File: config.mk
export PLATFORM = sky130hd
export DESIGN_NAME = four_channel_periodic_ms_timer_top
export DESIGN_NICKNAME = d
export VERILOG_FILES = /design/src/rtl/core/pms_tmr_pkg.sv /design/src/rtl/core/four_channel_periodic_ms_timer_top.sv
export SDC_FILE = /design/constraint.sdc
export NUM_CORES = 1
export LEC_CHECK = 0
export ABC_CLOCK_PERIOD_IN_PS = 13000
export BUFFER_PORTS_ARGS = -buffer_cell sky130_fd_sc_hd__buf_2
export CAP_MARGIN = 20
export CORE_MARGIN = 1
export CORE_UTILIZATION = 55
export CTS_BUF_LIST = sky130_fd_sc_hd__clkbuf_4 sky130_fd_sc_hd__clkbuf_8
export CTS_CLUSTER_DIAMETER = 60
export CTS_CLUSTER_SIZE = 10
export DETAILED_ROUTE_END_ITERATION = 10
export GPL_ROUTABILITY_DRIVEN = 0
export GPL_TIMING_DRIVEN = 0
export PLACE_DENSITY = 0.77
export SLEW_MARGIN = 20
export SYNTH_ARGS = -nofsm -noshare
export SYNTH_HDL_FRONTEND = slang
export SYNTH_SLANG_ARGS = --single-unit
export TNS_END_PERCENT = 10
File: constraint.sdc
create_clock -name aclk -period 13 [get_ports aclk]
set_input_delay 2.6 -clock aclk [delete_from_list [all_inputs] [get_ports aclk]]
set_output_delay 2.6 -clock aclk [all_outputs]
set_load 0.1 [all_outputs]
File: src/rtl/core/pms_tmr_pkg.sv
package pms_tmr_pkg;

    localparam int KIND_W   = 2;
    localparam int CHAN_W   = 4;
    localparam int OP_W     = 4;
    localparam int VALUE_W  = 32;
    localparam int EL_W     = 12;
    localparam int STATUS_W = 2;
    localparam int FIRES_W  = 13;
    localparam int WAIT_W   = 10;
    localparam int SUM_W    = VALUE_W + 1;
    localparam int FIRE_SLOTS = 4;
    localparam int STEP_W   = 4;

    localparam logic [KIND_W-1:0] KIND_WRITE = 2'd0;
    localparam logic [KIND_W-1:0] KIND_READ  = 2'd1;
    localparam logic [KIND_W-1:0] KIND_TICK  = 2'd2;

    localparam logic [OP_W-1:0] OP_NOP        = 4'd0;
    localparam logic [OP_W-1:0] OP_SET_PERIOD = 4'd1;
    localparam logic [OP_W-1:0] OP_START_STOP = 4'd2;

    localparam logic [STATUS_W-1:0] STAT_OK     = 2'd0;
    localparam logic [STATUS_W-1:0] STAT_BAD_CH = 2'd1;
    localparam logic [STATUS_W-1:0] STAT_BAD_OP = 2'd2;

    typedef enum logic [2:0] {
        ST_IDLE,
        ST_EXEC,
        ST_DIV_LOAD,
        ST_DIV_STEP,
        ST_SCAN,
        ST_DONE
    } tmr_state_t;

endpackage

File: src/rtl/core/four_channel_periodic_ms_timer_top.sv
// Periodic millisecond timer bank with NUM_TIMERS channels.
// Input channel (s_*): one beat is a register write, a register read or a
// time tick. Result channel (m_*): exactly one beat per input beat, carrying
// status, the read period, per-timer expiry counts and the next wait.
// A write or read passes from acceptance through EXEC, a SCAN of every timer
// and DONE before m_valid. A tick adds, after EXEC, a DIV_LOAD for each timer
// and, for each timer that is running with a nonzero period, DIV_STEP for its
// division; a single shared restoring divider produces one quotient bit per
// cycle, 13 bits per timer, and is followed by a one-timer-per-cycle minimum
// scan for next_wait.
// One beat is worked on at a time; s_ready is high only while idle, so the
// next beat is taken in the cycle after the result is written.
// The result sits in an output register, so a new beat is accepted while the
// previous result still waits for m_ready; a stalled receiver only holds the
// block at the point where the next result would be written.
// Reset (aresetn low, synchronous): all periods, counters and running flags
// clear, all timers stopped, no result pending.
module four_channel_periodic_ms_timer_top
    import pms_tmr_pkg::*;
#(
    parameter int NUM_TIMERS  = 4,
    parameter int MAX_WAIT_MS = 1000
) (
    input  logic                  aclk,
    input  logic                  aresetn,
    input  logic                  s_valid,
    output logic                  s_ready,
    input  logic [KIND_W-1:0]     s_kind,
    input  logic [CHAN_W-1:0]     s_channel,
    input  logic [OP_W-1:0]       s_op,
    input  logic [VALUE_W-1:0]    s_value,
    input  logic [EL_W-1:0]       s_elapsed_ms,
    output logic                  m_valid,
    input  logic                  m_ready,
    output logic [STATUS_W-1:0]   m_status,
    output logic [VALUE_W-1:0]    m_read_period,
    output logic [FIRES_W-1:0]    m_fires_one,
    output logic [FIRES_W-1:0]    m_fires_two,
    output logic [FIRES_W-1:0]    m_fires_three,
    output logic [FIRES_W-1:0]    m_fires_four,
    output logic [WAIT_W-1:0]     m_next_wait
);

    localparam int TIDX_W   = (NUM_TIMERS > 1) ? $clog2(NUM_TIMERS) : 1;
    localparam int WREG_W   = $clog2(MAX_WAIT_MS + 1);
    localparam int LAST_STEP = FIRES_W - 1;

    tmr_state_t state_reg, state_next;
    logic [TIDX_W-1:0]   idx_reg, idx_next;
    logic [KIND_W-1:0]   kind_reg, kind_next;
    logic [OP_W-1:0]     op_reg, op_next;
    logic [VALUE_W-1:0]  value_reg, value_next;
    logic [EL_W-1:0]     el_reg, el_next;
    logic                chok_reg, chok_next;
    logic [STEP_W-1:0]   step_reg, step_next;
    logic [VALUE_W-1:0]  r_reg, r_next;
    logic [FIRES_W-1:0]  sh_reg, sh_next;
    logic [STATUS_W-1:0] status_reg, status_next;
    logic [VALUE_W-1:0]  rdp_reg, rdp_next;
    logic [FIRES_W-1:0]  fires_reg [FIRE_SLOTS];
    logic [FIRES_W-1:0]  fires_next [FIRE_SLOTS];
    logic [WREG_W-1:0]   wait_reg, wait_next;

    logic [VALUE_W-1:0]  period_reg [NUM_TIMERS];
    logic [VALUE_W-1:0]  count_reg [NUM_TIMERS];
    logic                active_reg [NUM_TIMERS];

    logic                m_valid_reg, m_valid_next;
    logic [STATUS_W-1:0] m_status_reg;
    logic [VALUE_W-1:0]  m_rdp_reg;
    logic [FIRES_W-1:0]  m_fires_reg [FIRE_SLOTS];
    logic [WAIT_W-1:0]   m_wait_reg;
    logic                out_load;

    // single write port into the timer state, addressed by idx_reg
    logic                per_we, cnt_we, act_we, act_wdata;
    logic [VALUE_W-1:0]  per_wdata, cnt_wdata;

    logic [VALUE_W-1:0]  cur_per, cur_cnt;
    logic                cur_act, live, last_idx;
    logic [SUM_W-1:0]    sum;
    logic [SUM_W-1:0]    trial, diff;
    logic                ge;
    logic [VALUE_W-1:0]  rem;
    logic [WREG_W-1:0]   wait_clamped;

    assign cur_per  = period_reg[idx_reg];
    assign cur_cnt  = count_reg[idx_reg];
    assign cur_act  = active_reg[idx_reg];
    assign live     = cur_act && (cur_per != '0);
    assign last_idx = (idx_reg == TIDX_W'(NUM_TIMERS - 1));
    assign sum      = {1'b0, cur_cnt} + SUM_W'(el_reg);

    // one quotient bit per cycle: shift in the next dividend bit, try subtract
    assign trial = {r_reg, sh_reg[FIRES_W-1]};
    assign diff  = trial - {1'b0, cur_per};
    assign ge    = (trial >= {1'b0, cur_per});

    assign rem          = (cur_cnt < cur_per) ? (cur_per - cur_cnt) : '0;
    assign wait_clamped = (wait_reg == '0) ? WREG_W'(1) : wait_reg;

    always_comb begin
        state_next  = state_reg;
        idx_next    = idx_reg;
        kind_next   = kind_reg;
        op_next     = op_reg;
        value_next  = value_reg;
        el_next     = el_reg;
        chok_next   = chok_reg;
        step_next   = step_reg;
        r_next      = r_reg;
        sh_next     = sh_reg;
        status_next = status_reg;
        rdp_next    = rdp_reg;
        wait_next   = wait_reg;
        for (int j = 0; j < FIRE_SLOTS; j++) begin
            fires_next[j] = fires_reg[j];
        end
        per_we    = 1'b0;
        per_wdata = value_reg;
        cnt_we    = 1'b0;
        cnt_wdata = '0;
        act_we    = 1'b0;
        act_wdata = 1'b0;
        s_ready   = 1'b0;
        out_load  = 1'b0;
        m_valid_next = m_valid_reg && !m_ready;

        unique case (state_reg)
            ST_IDLE: begin
                s_ready = 1'b1;
                if (s_valid) begin
                    kind_next   = s_kind;
                    op_next     = s_op;
                    value_next  = s_value;
                    el_next     = (s_elapsed_ms == '0) ? EL_W'(1) : s_elapsed_ms;
                    chok_next   = (s_channel != '0) &&
                                  (s_channel <= CHAN_W'(NUM_TIMERS));
                    idx_next    = TIDX_W'(s_channel - CHAN_W'(1));
                    status_next = STAT_OK;
                    rdp_next    = '0;
                    wait_next   = WREG_W'(MAX_WAIT_MS);
                    for (int j = 0; j < FIRE_SLOTS; j++) begin
                        fires_next[j] = '0;
                    end
                    state_next  = ST_EXEC;
                end
            end
            ST_EXEC: begin
                state_next = ST_SCAN;
                idx_next   = '0;
                unique case (kind_reg)
                    KIND_WRITE: begin
                        if (!chok_reg) begin
                            status_next = STAT_BAD_CH;
                        end else begin
                            unique case (op_reg)
                                OP_NOP: begin
                                end
                                OP_SET_PERIOD: begin
                                    per_we = 1'b1;
                                    cnt_we = 1'b1;
                                end
                                OP_START_STOP: begin
                                    act_we = 1'b1;
                                    if (value_reg != '0) begin
                                        act_wdata = 1'b1;
                                        cnt_we    = 1'b1;
                                    end
                                end
                                default: begin
                                    status_next = STAT_BAD_OP;
                                end
                            endcase
                        end
                    end
                    KIND_READ: begin
                        if (!chok_reg) begin
                            status_next = STAT_BAD_CH;
                        end else begin
                            rdp_next = cur_per;
                        end
                    end
                    KIND_TICK: begin
                        state_next = ST_DIV_LOAD;
                    end
                    default: begin
                        status_next = STAT_BAD_OP;
                    end
                endcase
            end
            ST_DIV_LOAD: begin
                if (live) begin
                    // count < period keeps the quotient within 13 bits
                    r_next     = VALUE_W'(sum[SUM_W-1:FIRES_W]);
                    sh_next    = sum[FIRES_W-1:0];
                    step_next  = '0;
                    state_next = ST_DIV_STEP;
                end else if (last_idx) begin
                    idx_next   = '0;
                    state_next = ST_SCAN;
                end else begin
                    idx_next = idx_reg + TIDX_W'(1);
                end
            end
            ST_DIV_STEP: begin
                r_next    = ge ? diff[VALUE_W-1:0] : trial[VALUE_W-1:0];
                sh_next   = {sh_reg[FIRES_W-2:0], ge};
                step_next = step_reg + STEP_W'(1);
                if (step_reg == STEP_W'(LAST_STEP)) begin
                    cnt_we    = 1'b1;
                    cnt_wdata = r_next;
                    for (int j = 0; j < FIRE_SLOTS; j++) begin
                        if (int'(idx_reg) == j) begin
                            fires_next[j] = sh_next;
                        end
                    end
                    if (last_idx) begin
                        idx_next   = '0;
                        state_next = ST_SCAN;
                    end else begin
                        idx_next   = idx_reg + TIDX_W'(1);
                        state_next = ST_DIV_LOAD;
                    end
                end
            end
            ST_SCAN: begin
                if (live && (rem < VALUE_W'(wait_reg))) begin
                    wait_next = WREG_W'(rem);
                end
                if (last_idx) begin
                    state_next = ST_DONE;
                end else begin
                    idx_next = idx_reg + TIDX_W'(1);
                end
            end
            ST_DONE: begin
                if (!m_valid_reg || m_ready) begin
                    out_load     = 1'b1;
                    m_valid_next = 1'b1;
                    state_next   = ST_IDLE;
                end
            end
            default: begin
                state_next = ST_IDLE;
            end
        endcase
    end

    always_ff @(posedge aclk) begin
        if (!aresetn) begin
            state_reg   <= ST_IDLE;
            m_valid_reg <= 1'b0;
            for (int i = 0; i < NUM_TIMERS; i++) begin
                period_reg[i] <= '0;
                count_reg[i]  <= '0;
                active_reg[i] <= 1'b0;
            end
        end else begin
            state_reg   <= state_next;
            m_valid_reg <= m_valid_next;
            if (per_we) begin
                period_reg[idx_reg] <= per_wdata;
            end
            if (cnt_we) begin
                count_reg[idx_reg] <= cnt_wdata;
            end
            if (act_we) begin
                active_reg[idx_reg] <= act_wdata;
            end
        end
    end

    always_ff @(posedge aclk) begin
        idx_reg    <= idx_next;
        kind_reg   <= kind_next;
        op_reg     <= op_next;
        value_reg  <= value_next;
        el_reg     <= el_next;
        chok_reg   <= chok_next;
        step_reg   <= step_next;
        r_reg      <= r_next;
        sh_reg     <= sh_next;
        status_reg <= status_next;
        rdp_reg    <= rdp_next;
        wait_reg   <= wait_next;
        for (int j = 0; j < FIRE_SLOTS; j++) begin
            fires_reg[j] <= fires_next[j];
        end
        if (out_load) begin
            m_status_reg <= status_reg;
            m_rdp_reg    <= rdp_reg;
            m_wait_reg   <= WAIT_W'(wait_clamped);
            for (int j = 0; j < FIRE_SLOTS; j++) begin
                m_fires_reg[j] <= fires_reg[j];
            end
        end
    end

    assign m_valid       = m_valid_reg;
    assign m_status      = m_status_reg;
    assign m_read_period = m_rdp_reg;
    assign m_fires_one   = m_fires_reg[0];
    assign m_fires_two   = m_fires_reg[1];
    assign m_fires_three = m_fires_reg[2];
    assign m_fires_four  = m_fires_reg[3];
    assign m_next_wait   = m_wait_reg;

endmodule

==> summary.txt <==
Routing
  – Detailed-route via count: 18227
  – Via/cell ratio: between 6 and 7
  – Final antenna-violating net count: 0
  – Routed WL per cell: between 20 and 25 um
  – First-pass iteration count of the detailed router: 6
  – Iter 0 DRT Violations: around 2000
  – Final WL: 67310 um
  – DR DRC count: 0

STA
  – Highest Clock Rate: 116.3 MHz
  – Slew Limit Fails: 0
  – TNS Setup: 0 ns
  – Crit path time final: 8.597 ns
  – Worst Skew: 0.03954 ns
  – Tcrit/Tclk final: 66.13%
  – Hold Slack: roughly 0.41 ns
  – Final setup viols: 0
  – Slew headroom: between 15 and 20%
  – Worst slew pin tran: 1.256 ns
  – Unrepaired setup endpoints after global routing: false
  – Final Hold Fails: 0

GRT
  – Gr usage total: ~27%
  – Gr busiest metal: met2
  – Met3 Use GR: 6.004%
  – Pin count of the biggest net entering global routing: 37
  – Vias in the first global route: 17880
  – Initial antenna violation count: 5
  – M2 GR Usage: 43.79%
  – Routing usage on met1: 35.83%
  – GRT overflow: 0
  – First-pass GRT wire length: 101800 um

Cells and area
  – Syn-to-layout area delta: 12.02%
  – Nets: between 2000 and 2500
  – Share of layout cells above drive strength 1: ~17%
  – Design area: 29970 um^2
  – Fillers: 3590

Run
  – Max-cap violations: 0

Synthesis
  – Synth area leader: edfxtp_1
  – Proportion of synthesized area in mux cells: between 6 and 7%
  – Simple-Gate Fraction of Synth Area: 13.01%
  – Post-Synth XOR/XNOR Area: around 2.3%
  – Post-Syn Area: 26760 um^2
  – Mapped Avg Cell Area: 12.98 um^2
  – Adder-cell area share of the yosys netlist: about 4.5%
  – Syn Inst Count: 2062
  – Yosys top cell area share: 61.84%
  – #FFs+latches synth: 560
  – Compound-gate portion of the synthesized area: slightly below 8%
  – Ys async rst share: 0%
  – Synth Flop Type: edfxtp_1
  – Ys Warns: 0
  – EDFF count, synth: ~550
  – Main combinational cell family by area after synthesis: simple AND/OR/NAND/NOR gates
  – Main area contributors after synthesis: edfxtp_1, mux4_2, ha_1, nor2_1, and3_1
  – Post-synthesis sequential area ratio: 62.51%
  – Netlist cell types: 85
  – Syn Nets: 2215

Power and ir drop
  – Max VDD drop: approximately 0.12 mV
  – LEAKAGE: 0.01169 uW
  – Pwr per Cell Area: 245.7 nW/um^2

CTS
  – CTS tree: yes
  – Root Buffer: clkbuf_8
  – Clk slew on worst S/H paths: 0.07 ns
  – Clock sink count: 560
  – # resized after CTS: 0
  – Post-CTS Setup Inserts: 0
  – Post-CTS Hold Fix Bufs: 0
  – Num CTS Buffers: 67
  – H-tree depth: 3
  – Clk buf depth: 3
  – Skew-Pair Late Insertion Delay: 0.69 ns

Floorplanning
  – Starting Density: ~56%
  – Die ar.: 49530 um^2
  – Die Y: 222.6 um
  – # rows: 80
  – Core footprint: 47850 um^2
  – Die X: 222.6 um
  – Ports: between 150 and 200

Placed design
  – Buffers on Ports: 155
  – Dpl hpwl: 49730 um
  – Post-place instance area: 28850 um^2

Critical path
  – Critical Path Start Type: register
  – Crit path DAT: 8.89 ns
  – CP Class: register to register
  – Crit path required time: 13.30 ns
  – Crit-path max FO: 10
  – Setup crit end kind: register

Min path
  – Worst hold path type: register to register

Outcome
  – Outcome: completed
through the flow:
step	utilization, %	cells	worst slack, ns	power [uW]
after detailed placement	60.30	2851	4.632	6149
after CTS	62.63	2938	4.630	7288
after global placement	59.15	2832	4.457	6002
after global routing	62.64	2939	4.071	7724
final	62.64	2939	4.403	7365
after floorplan	-	2062	5.792	5070
cell type report:
cell class	instances	area [um^2]	area share, %
antenna	1	2.502	0.008349
clock buffer	76	1002	3.344
timing repair buffer	174	1170	3.903
tap	615	769.5	2.567
clock inverter	11	112.6	0.3757
buffer	116	531.8	1.774
sequential	560	16730	55.80
inverter	107	401.6	1.340
multi-input combinational	1279	9256	30.88
report_power, final:
part	switching, uW	leakage (uW)	internal, uW	total (uW)
logic	2470	0.00561	1240	3710
clock network	609	0.000588	529	1140
registers	110	0.00549	2410	2520
total	3190	0.0117	4170	7360
metal layers:
layer	part of all wire, %	vias to the layer above
met1	38	8884
met2	47	987
met5	0.040	-
met4	4.0	4
li1	-	8154
met3	10	198
path summary, 6_finish.rpt:
check	from	end	slack [ns]	cells past startpoint
worst max register to register	register	wait_reg[2]	4.40	24
worst min register to register	fires_reg[3][2]	m_fires_reg[3][2]	0.41	0
worst max-delay path	register	wait_reg[2]	4.40	24
worst min-delay path	fires_reg[3][2]	m_fires_reg[3][2]	0.41	0
kinds of logic (layout without fill, tap and decap cells):
kind of cell	after synthesis	after routing
flip-flops	560	560
multiplexers	83	83
AND/OR/NAND/NOR	701	701
AO/OA/AOI/OAI	329	329
adder cells (fa/ha/maj)	95	95
other	0	1
XOR/XNOR	71	71
buffers and inverters	223	484
synthesized netlist by cell type, drive strengths merged (4+ instances only):
cell,count
edfxtp,551
nor2,267
and3,152
inv,107
a21oi,104
clkbuf,95
ha,92
nand2,89
o21ai,68
mux4,65
xnor2,56
a21o,36
nand3,35
nor4,29
nor3,26
nand2b,22
nand4,20
buf,18
mux2i,16
xor2,15
a211oi,12
and2,12
o21bai,12
a21boi,11
nor2b,11
o21a,11
a31oi,9
dfxtp,9
o31ai,9
or2,8
o22ai,7
nand3b,6
nor3b,6
o21ba,6
or3,6
o211ai,5
o31a,5
and4,4
critical path, cell delays in order (launching register included):
cell       delay (ns)
dfxtp_1          0.37
buf_2            0.36
buf_2            0.42
buf_2            0.34
buf_2            0.40
clkbuf_1         0.56
mux4_2           0.50
inv_1            0.09
ha_1             0.29
a21oi_1          0.28
a21oi_1          0.13
nor3_1           0.52
o221ai_1         0.26
o21a_1           0.32
clkbuf_1         0.23
and2_1           0.21
ha_1             0.19
a211oi_1         0.56
o2111ai_1        0.19
a2111oi_0        0.33
nand4_1          0.16
nor4b_1          0.31
and4_1           0.25
a31oi_1          0.18
nor2_1           0.72
placed cells by master (no fill, tap or decap), types with 7 or more instances in the layout:
| master | n |
|---|---|
| o21ai_4 | 7 |
| buf_6 | 7 |
| o21a_1 | 11 |
| or2_2 | 8 |
| a21o_1 | 34 |
| clkbuf_8 | 72 |
| nor2_1 | 262 |
| nor3_1 | 25 |
| xor2_1 | 15 |
| nor2b_1 | 11 |
| o21ai_0 | 59 |
| buf_16 | 8 |
| edfxtp_1 | 551 |
| a31oi_1 | 9 |
| clkbuf_4 | 7 |
| ha_1 | 92 |
| and3_1 | 150 |
| nand4_1 | 20 |
| nand2_1 | 89 |
| nor4_1 | 28 |
| and2_1 | 10 |
| mux2i_1 | 15 |
| a21oi_1 | 102 |
| nand2b_1 | 22 |
| nand3_1 | 35 |
| o21bai_1 | 12 |
| a21boi_0 | 10 |
| clkbuf_1 | 92 |
| xnor2_1 | 56 |
| buf_2 | 166 |
| inv_1 | 106 |
| mux4_2 | 61 |
| dfxtp_1 | 9 |
| o22ai_1 | 7 |
| a211oi_1 | 10 |
No activity file was read; power rests on OpenSTA's default activity.
